### src/sv/rro_mul.sv
module rro_mul #(
  parameter int unsigned AWidth = 32,
  parameter int unsigned BWidth = 32
) (
  input  logic                             clk_i,
  input  logic                             en_i,
  input  logic signed [AWidth-1:0]         a_i,
  input  logic signed [BWidth-1:0]         b_i,
  output logic signed [AWidth+BWidth-1:0]  p_o
);

  localparam int unsigned AL = AWidth / 2;
  localparam int unsigned AH = AWidth - AL;
  localparam int unsigned BL = BWidth / 2;
  localparam int unsigned BH = BWidth - BL;
  localparam int unsigned PW = AWidth + BWidth;

  logic signed [AH+BH-1:0]   hh_q;
  logic signed [AH+BL:0]     hl_q;
  logic signed [AL+BH:0]     lh_q;
  logic        [AL+BL-1:0]   ll_q;
  logic signed [PW-1:0]      p_q;
  logic signed [PW-1:0]      ehh, ehl, elh, ell, p_d;

  always_ff @(posedge clk_i) begin
    if (en_i) begin
      hh_q <= $signed(a_i[AWidth-1:AL]) * $signed(b_i[BWidth-1:BL]);
      hl_q <= $signed(a_i[AWidth-1:AL]) * $signed({1'b0, b_i[BL-1:0]});
      lh_q <= $signed({1'b0, a_i[AL-1:0]}) * $signed(b_i[BWidth-1:BL]);
      ll_q <= a_i[AL-1:0] * b_i[BL-1:0];
      p_q  <= p_d;
    end
  end

  always_comb begin
    ehh = PW'(hh_q);
    ehl = PW'(hl_q);
    elh = PW'(lh_q);
    ell = $signed({{(PW-AL-BL){1'b0}}, ll_q});
    p_d = (ehh <<< (AL + BL)) + (ehl <<< AL) + (elh <<< BL) + ell;
  end

  assign p_o = p_q;

endmodule

### config.mk
export PLATFORM = sky130hd
export DESIGN_NAME = rro_mul
export DESIGN_NICKNAME = d
export VERILOG_FILES = /design/src/sv/rro_mul.sv
export SDC_FILE = /design/constraint.sdc
export NUM_CORES = 2
export LEC_CHECK = 0
export BUFFER_PORTS_ARGS = -buffer_cell sky130_fd_sc_hd__buf_2
export CAP_MARGIN = 25
export CORE_MARGIN = 2
export CORE_UTILIZATION = 35
export DETAILED_ROUTE_END_ITERATION = 12
export SLEW_MARGIN = 0
export SYNTH_ARGS = -nofsm -noshare
export SYNTH_HDL_FRONTEND = slang
export SYNTH_SLANG_ARGS = --single-unit
### constraint.sdc
create_clock -name clk_i -period 9.21 [get_ports clk_i]
set_clock_uncertainty 0.05 [all_clocks]
set_input_delay 2.763 -clock clk_i [delete_from_list [all_inputs] [get_ports clk_i]]
set_output_delay 2.763 -clock clk_i [all_outputs]
set_load 0.01 [all_outputs]
==> out/results.txt <==
Synth Area in Compound Gates: 6.15%
Simple-Gate Fraction of Synth Area: 14.8%
latest clock arrival within the worst-skew pair: 520 ps
row count: 131
flops & latches, synth: 194
vias in the first global route: 34663
unrepaired setup endpoints after global routing: false
H-tree depth: 4
largest family of logic cells by synthesized area: adder cells
CTS Buf Count: 17
Post CTS Setup Buffer Count: 0
Die Footprint: 131000 µm²
Top-Level Pins: 130
initial antenna violation count: 17
syn_area_per_cell: 9.57 µm²
Multi-input gate area: 34500 µm²
outcome: finished, final reports clean
CP required: 9490 ps
Yosys top cell area share: 39.8%
GP Congestion: 0.903
DIE WIDTH: 362 µm
post-route ant nets: 0
crit-path max FO: 11
core box area: 128000 µm²
Min-Delay Path Class: flop to flop
CTS resizes: 0
Post-Synth XOR/XNOR Area: 2.91%
final hold viol count: 0
hold buffers post-CTS: 0
Post-Syn Area: 44900 µm²
share of synthesized flip-flops with an asynchronous set or reset: 0%
via count: 31961
Synth Area in Adders: 53.0%
share of layout cells above drive strength 1: 8.04%
multiplexer share of the synthesized area: 0%
Setup Viol. Count Final: 0
number of synthesized flops with an enable pin: 194
Final min period: 8770 ps
Initial DRC Count: 1931
Via density: 4.89
syn nets: 6129
CTS tree: built
crit path launch type: input pin
Die Y: 362 µm
Post-route DRC: 0
fillcell total: 12658
Clock Tree Buf Depth: 2
Critical Path End Type: flop
routed len/inst: 18.3 µm
Slew headroom: 34.4%
max-slew violations: 0
grt ovf: 0
worst slew pin tran: 984 ps
area leader, netlist: fa_1
clk root buf: clkbuf_16
largest net degree at the start of global routing: 126
max-cap violations: 0
first-pass GRT wire length: 193000 µm
global-route usage over all layers: 18.9%
Seq. cell area: 5830 µm²
I/O Buffers: 129
hold_ws: 378 ps
critical path class: input pin to flop
top post-synthesis cells by area: fa_1, ha_1, edfxtp_1
Worst EP arrival: 9050 ps
Distinct cells, synth: 62
final worst-path cycle share: 95.2%
fmax: 114 MHz
Initial Utilization: 35.2%
Synth Flop Type: edfxtp_1
sequential area share after synthesis: 13.0%
cell count after synthesis: 4695
synth warn: 0
Area Overhead vs Synth: 10.0%
Post-DP HPWL: 102000 µm
CTS sink cnt: 194
final setup TNS: 0 ps
nets: 6295
Pre-antenna DRT Iters: 5
total routed wirelength: 120000 µm
Reg clk slew, reported paths: 90 ps
==> area by class of cell <==
class	count	share of cell area [%]
Antenna cell	4	0.0203
Clock buffer	17	0.861
Clock inverter	15	0.413
Inverter	1010	7.67
Multi-Input combinational cell	3289	69.9
Sequential cell	194	11.8
Tap cell	1662	4.21
Timing Repair Buffer	349	5.16
==> metrics by stage <==
stage / setup slack [ps] / area [µm²] / std cells / utilization (%)
2_1_floorplan: 453 / 44900 / 4695 / -
3_3_place_gp: 53.5 / 48800 / 6503 / 38.2
3_5_place_dp: -32.3 / 48800 / 6503 / 38.2
4_1_cts: 470 / 49400 / 6535 / 38.7
5_1_grt: 44.5 / 49400 / 6539 / 38.8
6_report: 439 / 49400 / 6540 / 38.8
==> synthesized netlist by cell type (5+ instances only) <==
cell / n
o21a_1: 25
o211ai_1: 7
a21oi_1: 120
nor2_1: 132
a211o_1: 5
a31oi_1: 10
xor2_1: 35
nand2_1: 547
fa_1: 892
o311ai_0: 7
o31ai_1: 11
or2_2: 6
a221oi_1: 9
nor3_1: 30
inv_1: 1009
clkbuf_1: 201
ha_1: 476
a211oi_1: 20
nand4_1: 14
and2_1: 504
nand3_1: 29
and3_1: 8
or3_1: 14
edfxtp_1: 194
o21bai_1: 18
a21boi_0: 7
o21ai_0: 89
xnor2_1: 114
a21o_1: 58
nor2b_1: 16
nand2b_1: 33
==> registers in the layout, summed over array words and instances, names as in the netlist <==
register  cells
lh_q         33
p_o          64
ll_q         32
hl_q         33
hh_q         32
==> metal layers <==
metal / GRT usage, % / share of wire, % / vias to the layer above
met3: 3.39 / 6.2 / 141
li1: - / - / 14666
met5: 0 / 0.11 / -
met2: 31.6 / 47 / 781
met4: 5.02 / 2.4 / 20
met1: 25.3 / 44 / 16353
==> worst paths after layout <==
path                               from        to  slack (ps)  cells past startpoint
worst max-delay path            b_i[20]  hh_q[29]         440                     24
worst min-delay path            ll_q[3]    p_o[3]         380                      0
worst max register to register  lh_q[1]   p_o[63]        3850                     14
worst min register to register  ll_q[3]    p_o[3]         380                      0
==> cells in the final DEF (no fill, tap or decap), types with 16 or more instances in the layout <==
cell type	synthesis	layout
a21o_1	58	58
nand3_1	29	29
nor3_1	30	30
o21bai_1	18	18
nor2_1	132	132
nand2b_1	33	33
edfxtp_1	194	194
nand2_1	547	547
a211oi_1	20	20
nor2b_1	16	16
a21oi_1	120	120
ha_1	476	476
buf_2	1	128
o21a_1	25	25
clkbuf_16	0	17
buf_12	0	18
buf_4	0	201
and2_1	504	504
xnor2_1	114	114
xor2_1	35	35
fa_1	892	892
inv_1	1009	1009
o21ai_0	89	89
==> critical path, stage by stage <==
cell and delay (ps):
buf_2 210, buf_4 230, and2_1 180, fa_1 530, inv_1 50, fa_1 470, fa_1 530, inv_1 60
fa_1 500, fa_1 500, inv_1 50, fa_1 470, inv_1 40, ha_1 340, nand2_1 60, o21ai_0 360
a221oi_1 150, buf_4 170, a31oi_1 310, a21oi_1 160, a21oi_1 300, and2_1 200, o21ai_0 80, a221oi_1 310
==> cells by family after synthesis <==
group / count (synthesis)
adders and majority gates: 1368
and+or+nand+nor: 1345
buffers and inverters: 1212
AOI/OAI and AO/OA: 427
DFF: 194
xor gates and xnor gates: 149
Power is left out: the tool's default activity adds up to more than one toggle a clock period on the data nets, which glitch-free logic cannot reach.
